### src/rtl/lcsc_pkg.sv
`timescale 1ns / 1ps

package lcsc_pkg;

  localparam int SlotCountDef = 64;
  localparam int CoordW       = 32;
  localparam int KeyW         = 2 * CoordW;
  localparam int SlotIdxOutW  = 6;

  localparam int SlotWDef = (SlotCountDef > 1) ? $clog2(SlotCountDef) : 1;

  // scan record that walks the cell row, sized for the default slot count
  typedef struct packed {
    logic                valid;
    logic                found;
    logic [SlotWDef-1:0] hit_slot;
    logic [SlotWDef-1:0] hit_rank;
    logic                free_found;
    logic [SlotWDef-1:0] free_slot;
    logic [SlotWDef-1:0] victim_slot;
    logic [KeyW-1:0]     victim_key;
  } scan_t;

  // update command broadcast to every cell
  typedef struct packed {
    logic                en;
    logic [SlotWDef-1:0] slot;
    logic                wr;
    logic                fresh;
    logic [SlotWDef-1:0] limit;
  } upd_t;

endpackage

### src/rtl/lcsc_cell.sv
`timescale 1ns / 1ps

module lcsc_cell #(
  parameter int  SLOT_COUNT = lcsc_pkg::SlotCountDef,
  parameter int  IDX        = 0,
  parameter type scan_t     = lcsc_pkg::scan_t,
  parameter type upd_t      = lcsc_pkg::upd_t
) (
  input  logic                      clk_i,
  input  logic                      rst_ni,
  input  logic [lcsc_pkg::KeyW-1:0] key_i,
  input  scan_t                     rec_i,
  input  upd_t                      upd_i,
  output scan_t                     rec_o
);

  localparam int SlotW = (SLOT_COUNT > 1) ? $clog2(SLOT_COUNT) : 1;
  localparam logic [SlotW-1:0] MyIdx   = SlotW'(IDX);
  localparam logic [SlotW-1:0] MaxRank = SlotW'(SLOT_COUNT - 1);

  logic [lcsc_pkg::KeyW-1:0] key_q, key_d;
  logic                      used_q, used_d;
  logic [SlotW-1:0]          rank_q, rank_d;
  scan_t                     rec_q, rec_d;
  logic                      match;

  assign match = used_q && (key_q == key_i);

  always_comb begin
    rec_d = rec_i;
    if (rec_i.valid) begin
      if (match && !rec_i.found) begin
        rec_d.found    = 1'b1;
        rec_d.hit_slot = MyIdx;
        rec_d.hit_rank = rank_q;
      end
      if (!used_q && !rec_i.free_found) begin
        rec_d.free_found = 1'b1;
        rec_d.free_slot  = MyIdx;
      end
      // with every slot used the ranks form a permutation, so one cell is oldest
      if (used_q && rank_q == MaxRank) begin
        rec_d.victim_slot = MyIdx;
        rec_d.victim_key  = key_q;
      end
    end
  end

  always_comb begin
    key_d  = key_q;
    used_d = used_q;
    rank_d = rank_q;
    if (upd_i.en) begin
      if (upd_i.slot == MyIdx) begin
        rank_d = '0;
        used_d = 1'b1;
        if (upd_i.wr) begin
          key_d = key_i;
        end
      end else if (used_q && (upd_i.fresh || rank_q < upd_i.limit)) begin
        rank_d = rank_q + SlotW'(1);
      end
    end
  end

  always_ff @(posedge clk_i or negedge rst_ni) begin
    if (!rst_ni) begin
      used_q <= 1'b0;
      rank_q <= '0;
      rec_q  <= '0;
    end else begin
      used_q <= used_d;
      rank_q <= rank_d;
      rec_q  <= rec_d;
    end
  end

  always_ff @(posedge clk_i) begin
    key_q <= key_d;
  end

  assign rec_o = rec_q;

endmodule

### config.mk
export PLATFORM = sky130hd
export DESIGN_NAME = lcsc_cell
export DESIGN_NICKNAME = d
export VERILOG_FILES = /design/src/rtl/lcsc_pkg.sv /design/src/rtl/lcsc_cell.sv
export SDC_FILE = /design/constraint.sdc
export NUM_CORES = 1
export LEC_CHECK = 0
export ABC_AREA = 0
export BUFFER_PORTS_ARGS = -buffer_cell sky130_fd_sc_hd__buf_2
export CAP_MARGIN = 0
export CORE_MARGIN = 5
export CORE_UTILIZATION = 30
export DETAILED_ROUTE_END_ITERATION = 6
export GPL_TIMING_DRIVEN = 0
export PLACE_DENSITY_LB_ADDON = 0.15
export REMOVE_ABC_BUFFERS = 1
export SLEW_MARGIN = 0
export SYNTH_ARGS = -nofsm -noshare
export SYNTH_HDL_FRONTEND = slang
export SYNTH_SLANG_ARGS = --single-unit
### constraint.sdc
create_clock -name clk_i -period 2.15 [get_ports clk_i]
set_clock_uncertainty 0.1 [all_clocks]
set_input_delay 0.3225 -clock clk_i [delete_from_list [all_inputs] [get_ports clk_i]]
set_output_delay 0.3225 -clock clk_i [all_outputs]
set_load 0.03 [all_outputs]
==> impl_metrics.json, run 1 <==
{
  "synth.cell_area_um2": 6420,
  "cp.arrival_ns": 2.76,
  "synth-xor-area-share": 0.0709,
  "synth_top_family_by_area": "multiplexers",
  "timing.rr.end": "rec_o[78]",
  "tightest_slew_ns": 0.784,
  "wl_per_cell_um": 17.4,
  "hp-start": "key_i[12]",
  "r2r_cells": 7,
  "relSlewSlack": 0.477,
  "start_kind": "flip-flop",
  "ys_seq_area_frac": 0.681,
  "drc": 0,
  "syn_inst": 413,
  "hold_viol": 0,
  "clk_latency_ns": 0.42,
  "path_max_fanout": 7,
  "pre_cts_slack_ns": -1.10,
  "power_density_nw_per_um2": 815,
  "drt_iter0_markers": 173,
  "start_util": 0.306,
  "dr_total_vias": 4590,
  "core_area_um2": 21000,
  "crit_chain": "xor2_1 > nor4_2 > nand4_1 > or4_4 > nor4_4 > buf_12 > mux2_4",
  "rows": 53,
  "violations": "setup timing",
  "grt_max_degree": 55,
  "grt_pass1_wl_mm": 28.2,
  "yosys_register_bits": 162,
  "final_common_cell": "buf_2",
  "synth-simple-area-share": 0.0686,
  "synth_cell_types": 38,
  "die_h_um": 156,
  "htree_levels": 4,
  "slew_viol_final": 0,
  "grt_pass1_vias": 5244,
  "crit_type": "flip-flop to flip-flop",
  "r2r_setup_slack_ns": -0.41,
  "required_ns": 2.35,
  "vias_per_cell": 4.36,
  "finalSetupTns_ns": -4.57,
  "gp_congestion": 0.776,
  "syn-mean-instance-area_um2": 15.6,
  "grt.overflow.total": 0,
  "worst_hold_path_type": "primary input to flip-flop",
  "ir_worst_vdd_v": 0.000491,
  "worst_slack_ns": -0.413,
  "timing.max_cap.violations": 0,
  "final_nets": 941,
  "synth_mux_area_frac": 0.124,
  "cts.sinks": 162,
  "antenna_found_initial": 5,
  "crit_path_max_incr_delay_ns": 0.53,
  "grtUsageTotal": 0.150,
  "p_leak_uw": 0.00417,
  "hpwl_mm": 13.5,
  "first_pass_iters": 4,
  "slowest_stage": "or4_4",
  "fin_total_pwr_uw": 7830,
  "fin_util": 0.457,
  "min_period_over_period": 1.19,
  "outcome": "complete, but fails checks",
  "nFillCells": 1953,
  "fp.dieW_um": 156,
  "max_freq_ghz": 0.390,
  "ant_nets": 0,
  "reg2reg_from": "key_q[39]",
  "hold_path_depth": 1,
  "synthAdderAreaFrac": 0.0117,
  "synth_warnings": 0,
  "min_to": "key_q[12]",
  "cp-end-kind": "flip-flop",
  "cts_max_path_buffers": 2,
  "cts_buffers": 17,
  "cts-root-buf": "clkbuf_16",
  "synth_compound_area_frac": 0.0281,
  "min_period_ns": 2.56,
  "dieArea_um2": 24400,
  "layout_common_cells": "buf_2, dfrtp_1, mux2_2",
  "syn_to_final_growth_pct": 49.6,
  "cts_tree": "built",
  "setup_violations": 12,
  "routed_wl_mm": 18.3,
  "cts.clk_slew.worst_paths_ns": 0.07,
  "drive_above_1_share": 0.515,
  "io_buffer_count": 262,
  "rsz0062_at_grt": "yes",
  "io_pins": 263
}
==> cell usage after synthesis (all sizes together) <==
cell     count  area (um2)
a2111oi      2        17.5
clkbuf       7        26.3
nor4         6        52.6
mux2        71         800
a21oi        6        30.0
nor3         4        20.0
o22ai        4        25.0
nand2        4        15.0
dfrtp       98        2450
and2         1        6.26
nand2b       7        43.8
inv         16        60.1
buf          1        11.3
or3          3        18.8
ha           6        75.1
o221a        1        11.3
nor2         4        15.0
xnor2       34         298
nor2b       23         144
o2111ai      1        8.76
a311o        1        10.0
edfxtp      64        1920
or4          2        18.8
a221oi       1        8.76
a211oi       1        7.51
and3         2        12.5
o21a         1        7.51
o211ai       1        7.51
nand3        5        25.0
nand4       11        68.8
xor2        18         158
a222oi       1        10.0
o31ai        1        7.51
o21ai        4        20.0
a22o         1        8.76
==> routing by layer <==
metal | GRT usage | part of all wire | vias to the layer above | wire length (um)
met5 | 0 | 0.0017 | - | 31
met4 | 0.0430 | 0.014 | 8 | 258
li1 | - | - | 2188 | -
met2 | 0.246 | 0.48 | 175 | 8800
met3 | 0.0528 | 0.088 | 31 | 1610
met1 | 0.187 | 0.41 | 2188 | 7590
==> worst max-delay path: cells and delay by family (launching register included) <==
| family | cells | cell delay [ns] |
|---|---|---|
| DFF | 1 | 0.40 |
| muxes | 1 | 0.30 |
| xor gates and xnor gates | 1 | 0.16 |
| buffers and inverters | 1 | 0.18 |
| and+or+nand+nor | 4 | 1.30 |
==> cells by family after synthesis <==
family	after synthesis
compound gates	26
xor+xnor	52
fa+ha+maj	6
buf+inv	24
flops	162
mux	71
simple gates	72
==> flip-flops by register name, summed over array words and instances, names as in the netlist <==
register	flops
key_q	64
used_q	1
rec_o	91
rank_q	6
==> metrics by stage <==
stage               cell area (um2)  hold slack, ns  instances
floorplan                      6380         -0.0731        405
global placement               8040           0.368        942
detailed placement             8190           0.364        951
CTS                            9540        0.000154       1046
global route                   9610        0.000601       1052
finish                         9610          0.0214       1052
==> what timing repair did <==
action / CTS / global route
buffers inserted: 6 / 6
hold buffers: 57 / 1
gates cloned: 1 / 0
gates resized for setup: 17 / 8
setup endpoints to repair: 79 / 55
pin swaps: 7 / 2
hold endpoints to repair: 109 / 1
==> report_power, final <==
group / leakage (uW) / internal [uW] / total, uW / switching [uW]
registers: 0.00172 / 3350 / 3430 / 74.0
clock network: 0.000319 / 2130 / 3380 / 1250
logic: 0.00213 / 490 / 1020 / 532
==> cell type report <==
cell class              count  area [um2]  share of cell area
flip-flops and latches    162        4380               0.456
well taps                 275         344              0.0358
clock inverters            12         201              0.0210
multi-input cells         228        2050               0.213
diodes                      1        2.50            0.000260
clock buffers              20         457              0.0475
repair buffers            338        2110               0.220
inverters                  16        60.1             0.00625
==> worst max path at each step <==
| stage | endpoint | startpoint |
|---|---|---|
| 3_5_place_dp | rec_o[78] | key_i[28] |
| 2_1_floorplan | rec_o[0] | rank_q[1] |
| 3_3_place_gp | rec_o[61] | rank_q[1] |
| 4_1_cts | rec_o[78] | key_q[39] |
| 6_report | rec_o[78] | key_q[39] |
| 5_1_grt | rec_o[78] | key_q[39] |
(Power assumes the default switching activity.)
==> run 2, diff against run 1 <==
CORE_UTILIZATION = 43   (was 30)
==> run 2 against run 1 <==
  * The flow still finishes with violations (setup timing)
  * Fmax rose by 1.9%
  * Register-to-register slack better by 0.05 ns
  * Power shrank 7.1%
  * Design area down 3.7%
  * Worst setup slack improved by 0.049 ns
  * Largest cell class unchanged
==> impl_metrics.json, run 2 (synthesis gave the netlist of run 1 again) <==
{
  "layout_common_cells": "buf_2, dfrtp_1, mux2_2",
  "min_period_ns": 2.51,
  "worst_hold_path_type": "primary input to flip-flop",
  "cts-root-buf": "clkbuf_16",
  "drc": 0,
  "cts.clk_slew.worst_paths_ns": 0.06,
  "io_pins": 263,
  "ant_nets": 0,
  "first_pass_iters": 4,
  "syn_to_final_growth_pct": 44.0,
  "ir_worst_vdd_v": 0.000569,
  "wl_per_cell_um": 17.3,
  "r2r_setup_slack_ns": -0.36,
  "grtUsageTotal": 0.189,
  "outcome": "complete, but fails checks",
  "crit_type": "flip-flop to flip-flop",
  "max_freq_ghz": 0.398,
  "min_period_over_period": 1.17,
  "path_max_fanout": 7,
  "cp-end-kind": "flip-flop",
  "routed_wl_mm": 16.4,
  "pre_cts_slack_ns": -0.876,
  "cp.arrival_ns": 2.71,
  "io_buffer_count": 262,
  "fp.dieW_um": 132,
  "slew_viol_final": 0,
  "power_density_nw_per_um2": 787,
  "final_common_cell": "buf_2",
  "grt_pass1_vias": 4964,
  "rsz0062_at_grt": "yes",
  "final_nets": 926,
  "antenna_found_initial": 2,
  "drive_above_1_share": 0.514,
  "hpwl_mm": 12.0,
  "dr_wl_met2_mm": 8.11,
  "wl_met3_mm": 1.22,
  "cts_max_path_buffers": 2,
  "tightest_slew_ns": 0.579,
  "diodes": 0,
  "core_area_um2": 14600,
  "rows": 44,
  "grt_max_degree": 65,
  "cts_tree": "built",
  "cts.sinks": 162,
  "top_layer": "met5",
  "fin_util": 0.634,
  "cts_buffers": 17,
  "start_kind": "flip-flop",
  "grt.overflow.total": 0,
  "relSlewSlack": 0.611,
  "fin_total_pwr_uw": 7270,
  "hold_viol": 0,
  "dr_total_vias": 4513,
  "htree_levels": 4,
  "gp_congestion": 0.770,
  "clk_latency_ns": 0.41,
  "setup_violations": 35,
  "timing.max_cap.violations": 0,
  "drt_iter0_markers": 107,
  "dieArea_um2": 17500,
  "grt_pass1_wl_mm": 26.2,
  "worst_slack_ns": -0.364,
  "required_ns": 2.35,
  "start_util": 0.440,
  "vias_per_cell": 4.78,
  "wl_met1_mm": 6.82,
  "die_h_um": 132,
  "largest_register_ffs": 91,
  "p_leak_uw": 0.00410,
  "violations": "setup timing"
}
-- run 2: changes by cell type in the layout (fill, tap and decap cells not counted), sizes merged --
cell,delta
and3,-1
buf,-1
bufinv,-4
clkbuf,+3
clkinv,+2
clkinvlp,-1
diode,-1
dlygate4sd3,-13
-- run 2: through the flow --
| stage | area, um2 | hold slack, ns | TNS (ns) | std cells |
|---|---|---|---|---|
| 2_1_floorplan | 6380 | -0.0731 | -360.96 | 405 |
| 3_3_place_gp | 7930 | 0.368 | -686.64 | 851 |
| 3_5_place_dp | 8060 | 0.239 | -46.47 | 859 |
| 4_1_cts | 9200 | 0.0000512 | -4.23 | 942 |
| 5_1_grt | 9250 | 0.00122 | -9.20 | 945 |
| 6_report | 9250 | 0.0184 | -4.38 | 945 |
-- run 2: path summary, 6_finish.rpt --
path | from | to | cells after the start
setup reg to reg | used_q | rec_o[77] | 7
max in group asynchronous | rst_ni | rec_o[41] | 3
hold / removal | key_i[26] | key_q[26] | 1
hold reg to reg | key_q[23] | rec_o[23] | 1
min in group asynchronous | rst_ni | rec_o[0] | 2
setup / recovery | used_q | rec_o[77] | 7
-- run 2: routing by layer --
layer,vias to the layer above,global-route usage
met3,20,0.0622
met5,-,0
li1,2153,-
met2,172,0.312
met4,4,0.0617
met1,2164,0.235
-- run 2: power by group --
part | switching, uW | internal, uW | total (uW) | leakage, uW
Combinational | 495 | 432 | 927 | 0.00208
Sequential | 96.7 | 3350 | 3440 | 0.00173
Clock | 1160 | 1750 | 2900 | 0.000293
-- run 2: timing repair --
action	CTS	global route
buffers inserted	8	2
hold buffers	43	2
pin swaps	9	4
gates cloned	0	0
endpoints found under the setup margin	74	51
resized for setup	18	3
hold endpoints to repair	79	2
-- run 2: worst max-delay path: stages, from the launching register on --
cell       delay [ns]
dfrtp_1          0.39
nand2_4          0.10
a2111oi_4        0.32
nand3_1          0.14
or4_4            0.56
nor4_4           0.27
buf_6            0.19
mux2_4           0.31
-- run 2: layout make-up --
type | instances | area (um2)
multi-input cells | 227 | 2050
fillers | 1176 | 5340
repair buffers | 324 | 1960
clock inverters | 9 | 73.8
well taps | 184 | 230
flip-flops and latches | 162 | 4370
inverters | 16 | 60.1
clock buffers | 23 | 499
